`config.mk`:
```
export PLATFORM = sky130hd
export DESIGN_NAME = biquad_bandpass_cascade
export DESIGN_NICKNAME = d
export VERILOG_FILES = /design/src/rtl/bqc_pkg.sv /design/src/rtl/bqc_cfg_regs.sv /design/src/rtl/bqc_datapath.sv /design/src/rtl/bqc_ctrl.sv /design/src/rtl/biquad_bandpass_cascade.sv
export SDC_FILE = /design/constraint.sdc
export NUM_CORES = 2
export LEC_CHECK = 0
export ABC_AREA = 1
export BUFFER_PORTS_ARGS = -buffer_cell sky130_fd_sc_hd__buf_2
export CORE_MARGIN = 1.5
export CORE_UTILIZATION = 45
export CTS_CLUSTER_DIAMETER = 100
export DETAILED_ROUTE_END_ITERATION = 12
export PLACE_DENSITY = 0.61
export SLEW_MARGIN = 20
export SYNTH_ARGS = -nofsm -noshare
export SYNTH_HDL_FRONTEND = slang
export SYNTH_SLANG_ARGS = --single-unit
```
`constraint.sdc`:
```
create_clock -name i_clk -period 23.5 [get_ports i_clk]
set_input_delay 3.525 -clock i_clk [delete_from_list [all_inputs] [get_ports i_clk]]
set_output_delay 3.525 -clock i_clk [all_outputs]
set_load 0.02 [all_outputs]
```
`src/rtl/bqc_pkg.sv`:
```
// Shared types, constants and helpers for the band-pass biquad cascade.
// No dependencies; every other file of the block imports this package.
`timescale 1ns / 1ps
`default_nettype none

package bqc_pkg;

    // Defaults for the top-level parameters.
    localparam int NUM_STAGES_DEF     = 4;
    localparam int COEF_FRAC_BITS_DEF = 30;
    localparam int GUARD_BITS_DEF     = 8;

    // Fixed widths of the ports and of the stage signals.
    localparam int SAMPLE_W   = 16;
    localparam int SIG_W      = 32;
    localparam int COEF_W     = 32;
    localparam int CFG_IDX_W  = 3;
    localparam int CFG_DATA_W = 32;

    typedef enum logic [CFG_IDX_W-1:0] {
        CFG_HP_GAIN     = 3'd0,
        CFG_HP_POLE_ONE = 3'd1,
        CFG_HP_POLE_TWO = 3'd2,
        CFG_LP_GAIN     = 3'd3,
        CFG_LP_POLE_ONE = 3'd4,
        CFG_LP_POLE_TWO = 3'd5,
        CFG_BYPASS      = 3'd6
    } t_cfg_idx;

    typedef struct packed {
        logic [COEF_W-1:0] hp_gain;
        logic [COEF_W-1:0] hp_pole_one;
        logic [COEF_W-1:0] hp_pole_two;
        logic [COEF_W-1:0] lp_gain;
        logic [COEF_W-1:0] lp_pole_one;
        logic [COEF_W-1:0] lp_pole_two;
    } t_coefs;

    typedef enum logic [1:0] {
        ST_IDLE,
        ST_RUN,
        ST_OUT
    } t_state;

    // Eight micro-steps per biquad stage. Each step may start one product on
    // the shared multiplier and fold the previous product into the accumulator.
    typedef enum logic [2:0] {
        STP_MUL_A1,   // acc <= x,            prod <= a1*z1
        STP_SUB_A1,   // acc -= rnd(prod),    prod <= a2*z2
        STP_SUB_A2,   // acc -= rnd(prod)
        STP_SAT_W,    // w <= sat(acc),       prod <= b0*z1
        STP_B1,       // acc <= -/+2*rnd,     prod <= b0*z2
        STP_ADD_B2,   // acc += rnd(prod),    prod <= b0*w
        STP_ADD_B0,   // acc += rnd(prod)
        STP_SAT_Y     // x <= sat(acc), rotate delay line
    } t_step;

    typedef struct packed {
        logic  load;
        logic  run;
        t_step step;
        logic  hp;
        logic  out_load;
    } t_dp_cmd;

    function automatic t_step next_step(input t_step s);
        t_step n;
        unique case (s)
            STP_MUL_A1: n = STP_SUB_A1;
            STP_SUB_A1: n = STP_SUB_A2;
            STP_SUB_A2: n = STP_SAT_W;
            STP_SAT_W:  n = STP_B1;
            STP_B1:     n = STP_ADD_B2;
            STP_ADD_B2: n = STP_ADD_B0;
            STP_ADD_B0: n = STP_SAT_Y;
            default:    n = STP_MUL_A1;
        endcase
        return n;
    endfunction

endpackage

`default_nettype wire

```
`src/rtl/bqc_cfg_regs.sv`:
```
// Configuration register file: coefficients and the bypass bit.
// Depends on bqc_pkg for the register index codes and the coefficient struct.
`timescale 1ns / 1ps
`default_nettype none

module bqc_cfg_regs (
    input  logic                       i_clk,
    input  logic                       i_rst_n,
    input  logic                       i_cfg_valid,
    input  logic [bqc_pkg::CFG_IDX_W-1:0]  i_cfg_index,
    input  logic [bqc_pkg::CFG_DATA_W-1:0] i_cfg_data,
    output bqc_pkg::t_coefs            o_coefs,
    output logic                       o_bypass
);
    import bqc_pkg::*;

    t_coefs r_coefs;
    logic   r_bypass;

    always_ff @(posedge i_clk) begin
        if (!i_rst_n) begin
            r_coefs  <= '0;
            r_bypass <= 1'b0;
        end else if (i_cfg_valid) begin
            unique case (t_cfg_idx'(i_cfg_index))
                CFG_HP_GAIN:     r_coefs.hp_gain     <= i_cfg_data[COEF_W-1:0];
                CFG_HP_POLE_ONE: r_coefs.hp_pole_one <= i_cfg_data[COEF_W-1:0];
                CFG_HP_POLE_TWO: r_coefs.hp_pole_two <= i_cfg_data[COEF_W-1:0];
                CFG_LP_GAIN:     r_coefs.lp_gain     <= i_cfg_data[COEF_W-1:0];
                CFG_LP_POLE_ONE: r_coefs.lp_pole_one <= i_cfg_data[COEF_W-1:0];
                CFG_LP_POLE_TWO: r_coefs.lp_pole_two <= i_cfg_data[COEF_W-1:0];
                CFG_BYPASS:      r_bypass            <= i_cfg_data[0];
                default: begin
                    // Unused index: the write is dropped.
                end
            endcase
        end
    end

    assign o_coefs  = r_coefs;
    assign o_bypass = r_bypass;

endmodule

`default_nettype wire

```
`src/rtl/bqc_datapath.sv`:
```
// Datapath: shared 32x32 multiplier, rounding accumulator, saturation,
// rotating delay line and output register. Depends on bqc_pkg.
`timescale 1ns / 1ps
`default_nettype none

module bqc_datapath #(
    parameter int NUM_STAGES     = bqc_pkg::NUM_STAGES_DEF,
    parameter int COEF_FRAC_BITS = bqc_pkg::COEF_FRAC_BITS_DEF,
    parameter int GUARD_BITS     = bqc_pkg::GUARD_BITS_DEF
) (
    input  logic                                i_clk,
    input  logic                                i_rst_n,
    input  bqc_pkg::t_dp_cmd                    i_cmd,
    input  bqc_pkg::t_coefs                     i_coefs,
    input  logic signed [bqc_pkg::SAMPLE_W-1:0] i_sample,
    output logic signed [bqc_pkg::SAMPLE_W-1:0] o_out_sample,
    output logic                                o_clipped
);
    import bqc_pkg::*;

    localparam int PROD_W = SIG_W + COEF_W;
    // A rounded product is at most 2^(62-COEF_FRAC_BITS) in magnitude.
    localparam int RND_W  = PROD_W - COEF_FRAC_BITS;
    localparam int ACC_W  = RND_W + 3;
    localparam int OUT_W  = SIG_W + 1;
    localparam logic signed [PROD_W-1:0] P_HALF = PROD_W'(1) <<< (COEF_FRAC_BITS - 1);
    localparam logic signed [OUT_W-1:0]  O_HALF = (OUT_W'(1) <<< GUARD_BITS) >>> 1;
    localparam logic signed [SIG_W-1:0]  SIG_MAX = {1'b0, {(SIG_W-1){1'b1}}};
    localparam logic signed [SIG_W-1:0]  SIG_MIN = {1'b1, {(SIG_W-1){1'b0}}};
    localparam logic signed [SAMPLE_W-1:0] SMP_MAX = {1'b0, {(SAMPLE_W-1){1'b1}}};
    localparam logic signed [SAMPLE_W-1:0] SMP_MIN = {1'b1, {(SAMPLE_W-1){1'b0}}};

    logic signed [SIG_W-1:0]  r_z1 [NUM_STAGES];
    logic signed [SIG_W-1:0]  r_z2 [NUM_STAGES];
    logic signed [SIG_W-1:0]  r_x;
    logic signed [SIG_W-1:0]  r_w;
    logic signed [ACC_W-1:0]  r_acc;
    logic signed [PROD_W-1:0] r_prod;
    logic                     r_clip;
    logic signed [SAMPLE_W-1:0] r_out_sample;
    logic                     r_out_clip;

    logic signed [COEF_W-1:0] b0, a1, a2, mul_a;
    logic signed [SIG_W-1:0]  mul_b;
    logic signed [PROD_W-1:0] mul_p;
    logic                     mul_en;
    logic signed [PROD_W-1:0] prod_shift;
    logic signed [ACC_W-1:0]  prod_rnd;
    logic signed [ACC_W-1:0]  prod_dbl;
    logic signed [SIG_W-1:0]  acc_sat;
    logic                     acc_clip;
    logic signed [OUT_W-1:0]  out_sum;
    logic signed [OUT_W-1:0]  out_shift;
    logic signed [SAMPLE_W-1:0] out_sat;
    logic                     out_clip;

    assign b0 = i_cmd.hp ? signed'(i_coefs.hp_gain)     : signed'(i_coefs.lp_gain);
    assign a1 = i_cmd.hp ? signed'(i_coefs.hp_pole_one) : signed'(i_coefs.lp_pole_one);
    assign a2 = i_cmd.hp ? signed'(i_coefs.hp_pole_two) : signed'(i_coefs.lp_pole_two);

    // The current stage always sits at the head of the delay line.
    always_comb begin
        mul_a  = b0;
        mul_b  = r_w;
        mul_en = i_cmd.run;
        unique case (i_cmd.step)
            STP_MUL_A1: begin mul_a = a1; mul_b = r_z1[0]; end
            STP_SUB_A1: begin mul_a = a2; mul_b = r_z2[0]; end
            STP_SAT_W:  begin mul_a = b0; mul_b = r_z1[0]; end
            STP_B1:     begin mul_a = b0; mul_b = r_z2[0]; end
            STP_ADD_B2: begin mul_a = b0; mul_b = r_w;     end
            default:    mul_en = 1'b0;
        endcase
    end

    assign mul_p = mul_a * mul_b;

    // Round half up, then floor shift back to signal scale.
    assign prod_shift = (r_prod + P_HALF) >>> COEF_FRAC_BITS;
    assign prod_rnd   = prod_shift[ACC_W-1:0];
    assign prod_dbl   = prod_rnd <<< 1;

    always_comb begin
        acc_clip = (r_acc[ACC_W-1:SIG_W-1] != '0) && (r_acc[ACC_W-1:SIG_W-1] != '1);
        if (!acc_clip) begin
            acc_sat = r_acc[SIG_W-1:0];
        end else if (r_acc[ACC_W-1]) begin
            acc_sat = SIG_MIN;
        end else begin
            acc_sat = SIG_MAX;
        end
    end

    assign out_sum   = OUT_W'(r_x) + O_HALF;
    assign out_shift = out_sum >>> GUARD_BITS;

    always_comb begin
        out_clip = (out_shift[OUT_W-1:SAMPLE_W-1] != '0) &&
                   (out_shift[OUT_W-1:SAMPLE_W-1] != '1);
        if (!out_clip) begin
            out_sat = out_shift[SAMPLE_W-1:0];
        end else if (out_shift[OUT_W-1]) begin
            out_sat = SMP_MIN;
        end else begin
            out_sat = SMP_MAX;
        end
    end

    always_ff @(posedge i_clk) begin
        if (mul_en) begin
            r_prod <= mul_p;
        end
        if (i_cmd.load) begin
            r_x <= SIG_W'(i_sample) <<< GUARD_BITS;
        end else if (i_cmd.run) begin
            unique case (i_cmd.step)
                STP_MUL_A1: r_acc <= ACC_W'(r_x);
                STP_SUB_A1: r_acc <= r_acc - prod_rnd;
                STP_SUB_A2: r_acc <= r_acc - prod_rnd;
                STP_SAT_W:  r_w   <= acc_sat;
                STP_B1:     r_acc <= i_cmd.hp ? -prod_dbl : prod_dbl;
                STP_ADD_B2: r_acc <= r_acc + prod_rnd;
                STP_ADD_B0: r_acc <= r_acc + prod_rnd;
                STP_SAT_Y:  r_x   <= acc_sat;
                default: begin
                end
            endcase
        end
        if (i_cmd.out_load) begin
            r_out_sample <= out_sat;
            r_out_clip   <= r_clip | out_clip;
        end
    end

    // Clip flag and filter state are control state and are cleared by reset.
    always_ff @(posedge i_clk) begin
        if (!i_rst_n) begin
            r_clip <= 1'b0;
            for (int i = 0; i < NUM_STAGES; i++) begin
                r_z1[i] <= '0;
                r_z2[i] <= '0;
            end
        end else begin
            if (i_cmd.load) begin
                r_clip <= 1'b0;
            end else if (i_cmd.run && (i_cmd.step == STP_SAT_W ||
                                       i_cmd.step == STP_SAT_Y) && acc_clip) begin
                r_clip <= 1'b1;
            end
            // After each stage the line rotates by one stage, so a full
            // sample leaves every stage back at its own slot.
            if (i_cmd.run && i_cmd.step == STP_SAT_Y) begin
                for (int i = 0; i < NUM_STAGES - 1; i++) begin
                    r_z1[i] <= r_z1[i+1];
                    r_z2[i] <= r_z2[i+1];
                end
                r_z1[NUM_STAGES-1] <= r_w;
                r_z2[NUM_STAGES-1] <= r_z1[0];
            end
        end
    end

    assign o_out_sample = r_out_sample;
    assign o_clipped    = r_out_clip;

endmodule

`default_nettype wire

```
`src/rtl/bqc_ctrl.sv`:
```
// Controller: sequences the eight micro-steps of every stage, owns the
// input and output handshakes. Depends on bqc_pkg.
`timescale 1ns / 1ps
`default_nettype none

module bqc_ctrl #(
    parameter int NUM_STAGES = bqc_pkg::NUM_STAGES_DEF
) (
    input  logic              i_clk,
    input  logic              i_rst_n,
    input  logic              i_in_valid,
    output logic              o_in_ready,
    output logic              o_out_valid,
    input  logic              i_out_ready,
    input  logic              i_bypass,
    output bqc_pkg::t_dp_cmd  o_cmd
);
    import bqc_pkg::*;

    localparam int STG_W = $clog2(NUM_STAGES);

    t_state           r_state, n_state;
    t_step            r_step, n_step;
    logic [STG_W-1:0] r_stage, n_stage;
    logic             r_out_valid, n_out_valid;
    t_dp_cmd          cmd;
    logic             last_stage;

    assign last_stage = (r_stage == STG_W'(NUM_STAGES - 1));

    always_ff @(posedge i_clk) begin
        if (!i_rst_n) begin
            r_state     <= ST_IDLE;
            r_step      <= STP_MUL_A1;
            r_stage     <= '0;
            r_out_valid <= 1'b0;
        end else begin
            r_state     <= n_state;
            r_step      <= n_step;
            r_stage     <= n_stage;
            r_out_valid <= n_out_valid;
        end
    end

    always_comb begin
        n_state     = r_state;
        n_step      = r_step;
        n_stage     = r_stage;
        n_out_valid = r_out_valid;
        cmd         = '0;
        cmd.step    = r_step;
        cmd.hp      = (r_stage < STG_W'(NUM_STAGES / 2));
        if (r_out_valid && i_out_ready) begin
            n_out_valid = 1'b0;
        end
        unique case (r_state)
            ST_IDLE: begin
                if (i_in_valid) begin
                    cmd.load = 1'b1;
                    n_stage  = '0;
                    n_step   = STP_MUL_A1;
                    // In bypass the rounded output of the loaded sample is the
                    // sample itself, so the stages are skipped.
                    n_state  = i_bypass ? ST_OUT : ST_RUN;
                end
            end
            ST_RUN: begin
                cmd.run = 1'b1;
                n_step  = next_step(r_step);
                if (r_step == STP_SAT_Y) begin
                    if (last_stage) begin
                        n_state = ST_OUT;
                    end else begin
                        n_stage = r_stage + 1'b1;
                    end
                end
            end
            ST_OUT: begin
                if (!r_out_valid || i_out_ready) begin
                    cmd.out_load = 1'b1;
                    n_out_valid  = 1'b1;
                    n_state      = ST_IDLE;
                end
            end
            default: n_state = ST_IDLE;
        endcase
    end

    assign o_in_ready  = (r_state == ST_IDLE);
    assign o_out_valid = r_out_valid;
    assign o_cmd       = cmd;

`ifndef ASSERT_OFF
    a_no_overwrite: assert property (@(posedge i_clk) disable iff (!i_rst_n)
        cmd.out_load |-> (!r_out_valid || i_out_ready))
        else $error("result register overwritten before it was taken");

    a_run_start: assert property (@(posedge i_clk) disable iff (!i_rst_n)
        (i_in_valid && o_in_ready && !i_bypass) |=>
            (r_state == ST_RUN && r_step == STP_MUL_A1 && r_stage == '0))
        else $error("filter run did not start at the first stage");

    a_stage_hold: assert property (@(posedge i_clk) disable iff (!i_rst_n)
        (r_state == ST_RUN && r_step != STP_SAT_Y) |=> $stable(r_stage))
        else $error("stage counter moved in the middle of a stage");

    a_run_end: assert property (@(posedge i_clk) disable iff (!i_rst_n)
        (r_state == ST_RUN && r_step == STP_SAT_Y && last_stage) |=> (r_state == ST_OUT))
        else $error("last stage did not hand over to the output");
`endif

endmodule

`default_nettype wire

```
`src/rtl/biquad_bandpass_cascade.sv`:
```
// Top level of the band-pass biquad cascade: configuration registers,
// controller and datapath. Depends on bqc_pkg, bqc_cfg_regs, bqc_ctrl, bqc_datapath.
//
//   Channel   Direction  Handshake                    Payload
//   input     in         i_in_valid / o_in_ready      i_in_sample
//   result    out        o_out_valid / i_out_ready    o_out_sample, o_clipped
//   config    in         i_cfg_valid / o_cfg_ready    i_cfg_index, i_cfg_data
//
// A filtered sample runs through the stages in turn, and no new input is taken until
// it reaches the output register: one shared 32x32 multiplier does five products per
// stage over eight micro-steps. A bypassed sample skips the stages.
// Reset is synchronous and clears the coefficients, bypass and the delay line.
// A result waits in the output register; a following sample is processed
// meanwhile and holds in the controller only if the register is still full.
`timescale 1ns / 1ps
`default_nettype none

module biquad_bandpass_cascade #(
    parameter int NUM_STAGES     = bqc_pkg::NUM_STAGES_DEF,
    parameter int COEF_FRAC_BITS = bqc_pkg::COEF_FRAC_BITS_DEF,
    parameter int GUARD_BITS     = bqc_pkg::GUARD_BITS_DEF
) (
    input  logic                                  i_clk,
    input  logic                                  i_rst_n,
    input  logic                                  i_in_valid,
    output logic                                  o_in_ready,
    input  logic signed [bqc_pkg::SAMPLE_W-1:0]   i_in_sample,
    output logic                                  o_out_valid,
    input  logic                                  i_out_ready,
    output logic signed [bqc_pkg::SAMPLE_W-1:0]   o_out_sample,
    output logic                                  o_clipped,
    input  logic                                  i_cfg_valid,
    output logic                                  o_cfg_ready,
    input  logic [bqc_pkg::CFG_IDX_W-1:0]         i_cfg_index,
    input  logic [bqc_pkg::CFG_DATA_W-1:0]        i_cfg_data
);
    import bqc_pkg::*;

    t_coefs  coefs;
    logic    bypass;
    t_dp_cmd cmd;

    assign o_cfg_ready = 1'b1;

    bqc_cfg_regs u_cfg (
        .i_clk       (i_clk),
        .i_rst_n     (i_rst_n),
        .i_cfg_valid (i_cfg_valid),
        .i_cfg_index (i_cfg_index),
        .i_cfg_data  (i_cfg_data),
        .o_coefs     (coefs),
        .o_bypass    (bypass)
    );

    bqc_ctrl #(
        .NUM_STAGES (NUM_STAGES)
    ) u_ctrl (
        .i_clk       (i_clk),
        .i_rst_n     (i_rst_n),
        .i_in_valid  (i_in_valid),
        .o_in_ready  (o_in_ready),
        .o_out_valid (o_out_valid),
        .i_out_ready (i_out_ready),
        .i_bypass    (bypass),
        .o_cmd       (cmd)
    );

    bqc_datapath #(
        .NUM_STAGES     (NUM_STAGES),
        .COEF_FRAC_BITS (COEF_FRAC_BITS),
        .GUARD_BITS     (GUARD_BITS)
    ) u_dp (
        .i_clk        (i_clk),
        .i_rst_n      (i_rst_n),
        .i_cmd        (cmd),
        .i_coefs      (coefs),
        .i_sample     (i_in_sample),
        .o_out_sample (o_out_sample),
        .o_clipped    (o_clipped)
    );

endmodule

`default_nettype wire

```
==> results.md <==
- Outcome: complete, no violations
- Max Cap Viol: 0
- Post-layout min period: 9.730 ns
- Die H: 389.4 um
- RR Startpoint: u_ctrl.r_stage[1]
- Worst Reg2Reg Path Length in Cells: 28
- Setup crit start kind: flip-flop
- Combined buffer and inverter count along the critical path: 8
- Place WS: 13.75 ns
- CTS Buffer Depth: 3
- PortBufs: 74
- Die area: 151600 um2
- CP top delay family: adder cells
- H-tree Lvls: 3
- Util after Layout: 48.58%
- Final worst slack: 13.77 ns
- Worst hold start: u_ctrl.r_stage[0]
- Worst min-delay path class: reg -> reg
- CTS clock-pin slew for the worst setup and hold paths: 0.06 ns
- Overflow after GRT: 0
- Ys async rst share: 0%
- Vias in the first global route: 54690
- Slew headroom: 26.10%
- Syn Inst Count: 8321
- Capturing point of the worst reg2reg path: u_dp.r_prod[47]
- Die W: 389.4 um
- Cell Rows: 141
- Most frequent CP cell: fa_1
- Vias per cell: 5.161
- I/O pin count: 76
- Commonest cells after routing, fill and taps aside: inv_1 (2036), nand2_1 (1876), fa_1 (1081)
- CP max FO: 61
- Least-Margin Pin Slew: 1.097 ns
- Worst Path Required: 23.94 ns
- CTS Buf Count: 70
- Area Overhead vs Synth: 7.030%
- Nets: 9584
- CP max-delay cell: fa_1
- RSZ-0062 raised after global routing: no
- Synth warn: 0
- First drt pass iteration count: 6
- Via count: 52740
- Routed WL: between 150000 and 200000 um
- Critical Path Sink Type: flip-flop
- Post-synthesis cell area: 67190 um2
- Crit Path Category: reg -> reg
- Routed len/inst: 19.10 um
- Post-synth net total: between 9000 and 10000
- Initial Util: 45.39%
- Fill cells: 14380
- CTS tree: built
- Fmax: 102.8 MHz
- Main synth FF type: edfxtp_1
- Syn_area_per_cell: 8.074 um2
- Tot GR Track Use: about a quarter
- Initial antenna violation count: 4
- First-pass GRT wire length: approximately 310000 um
- Placer Congestion: 0.9709
- Yosys cell types: 55
- Clk_lat worst skew: 0.69 ns
- Final Cycle Share: 41.40%
- Worst EP arrival: around 10 ns
- Setup TNS: 0 ns
- Half-perimeter wire length after placement: roughly 150000 um
- Largest net degree at the start of global routing: between 150 and 200
- Post-CTS Hold Buffers: 0
- EDFF count, synth: around 400
- Root Buffer: clkbuf_16
- PostCTS Resize Cnt: 0
- Worst hold stages: 2
- CP max stage delay: 0.94 ns
- Antenna Nets Post-Route: 0
- Layout cells sized above 1: 4.551%
- Commonest non-fill, non-tap cell in the layout: inv_1
- Core Box Area: 148000 um2
- Seq cells post-synth: between 600 and 700
- Slew Viols, Final: 0
- DRC: 0
- Worst Hold End: u_ctrl.r_stage[0]
- Final setup violation count: 0
- Final Hold Violating Endpoints: 0
- Setup repair bufs after CTS: 0
- Flop2flop setup slack: around 14 ns
- Worst clock skew: 0.07714 ns
- Sequential area share after synthesis: 24.18%
- Clock Sinks: about 610
- Iter 0 DRT Violations: ~4200
==> cells by family after synthesis <==
logic type | synth area share (%)
adders and majority gates | 36.34
buffers and inverters | 13.47
and+or+nand+nor | 17.93
xor gates and xnor gates | 1.343
other | 0.005581
DFF | 24.18
AOI/OAI and AO/OA | 6.620
muxes | 0.1192
==> how the worst max path moves through the flow <==
stage	from	to	slack (ns)	depth (start not counted)
after global placement	u_ctrl.r_stage[1]	u_dp.r_prod[62]	13.81	31
after floorplan	i_rst_n	u_dp.r_z1[0][0]	13.35	3
after CTS	u_ctrl.r_stage[1]	u_dp.r_prod[60]	13.65	29
final	u_ctrl.r_stage[1]	u_dp.r_prod[47]	13.77	28
after detailed placement	u_ctrl.r_stage[1]	u_dp.r_prod[61]	13.75	29
after global routing	u_ctrl.r_stage[1]	u_dp.r_prod[63]	13.17	29
==> per-layer routing <==
layer | global-route usage [%] | routed length (um)
met1 | 36.63 | 85480
met2 | 43.75 | 92340
met3 | 3.092 | 11950
met4 | 7.322 | 5350
met5 | 0 | 0
==> sequential cells by signal, summed over array words and instances (netlist names), 2 cells and up <==
name	cells
u_cfg.o_coefs	192
u_ctrl.r_stage	2
u_ctrl.r_state	2
u_ctrl.r_step	3
u_dp.o_out_sample	16
u_dp.r_acc	37
u_dp.r_prod	35
u_dp.r_w	32
u_dp.r_x	32
u_dp.r_z1	128
u_dp.r_z2	128
==> synthesized netlist by cell type (all sizes together) (11+ instances only) <==
| cell type | instances | share of area (%) |
|---|---|---|
| o21bai | 11 | 0.12 |
| edfxtp | 401 | 18 |
| nand3 | 134 | 1.0 |
| nand4 | 19 | 0.19 |
| or2 | 30 | 0.28 |
| nor4 | 14 | 0.13 |
| fa | 1082 | 32 |
| a31oi | 15 | 0.14 |
| nand2 | 1887 | 11 |
| ha | 220 | 4.1 |
| nor3 | 28 | 0.25 |
| o21ai | 422 | 3.1 |
| nor2 | 944 | 5.4 |
| o211ai | 49 | 0.55 |
| xnor2 | 30 | 0.39 |
| clkbuf | 312 | 1.7 |
| buf | 42 | 0.29 |
| xor2 | 70 | 0.95 |
| a21oi | 291 | 2.2 |
| inv | 2045 | 11 |
| dfxtp | 210 | 6.3 |
==> worst min-delay path: stages, from the launching register on <==
cell and delay, ns:
dfxtp_1 0.32, inv_1 0.05, a21oi_1 0.05
==> through the flow <==
| stage | std cells | hold WS [ns] | instance area [um2] |
|---|---|---|---|
| final | 10220 | 0.4781 | 71910 |
| after global placement | 10080 | 0.4524 | 69550 |
| after floorplan | 8321 | 0.4417 | 67190 |
| after CTS | 10210 | 0.4776 | 71890 |
| after global routing | 10220 | 0.5048 | 71900 |
| after detailed placement | 10080 | 0.4690 | 69550 |
==> area by class of cell <==
type | count | area [um2] | area share, %
Inverter | 2047 | 7686 | 10.69
Multi-Input combinational cell | 5309 | 41970 | 58.36
Timing Repair Buffer | 187 | 1237 | 1.721
Sequential cell | 611 | 16250 | 22.60
Tap cell | 1930 | 2415 | 3.358
Clock buffer | 89 | 1904 | 2.648
Antenna cell | 5 | 12.51 | 0.01740
Clock inverter | 40 | 435.4 | 0.6055
Power is not shown: default switching activity piles up to over one toggle a cycle in this logic, so the estimate is an artifact.
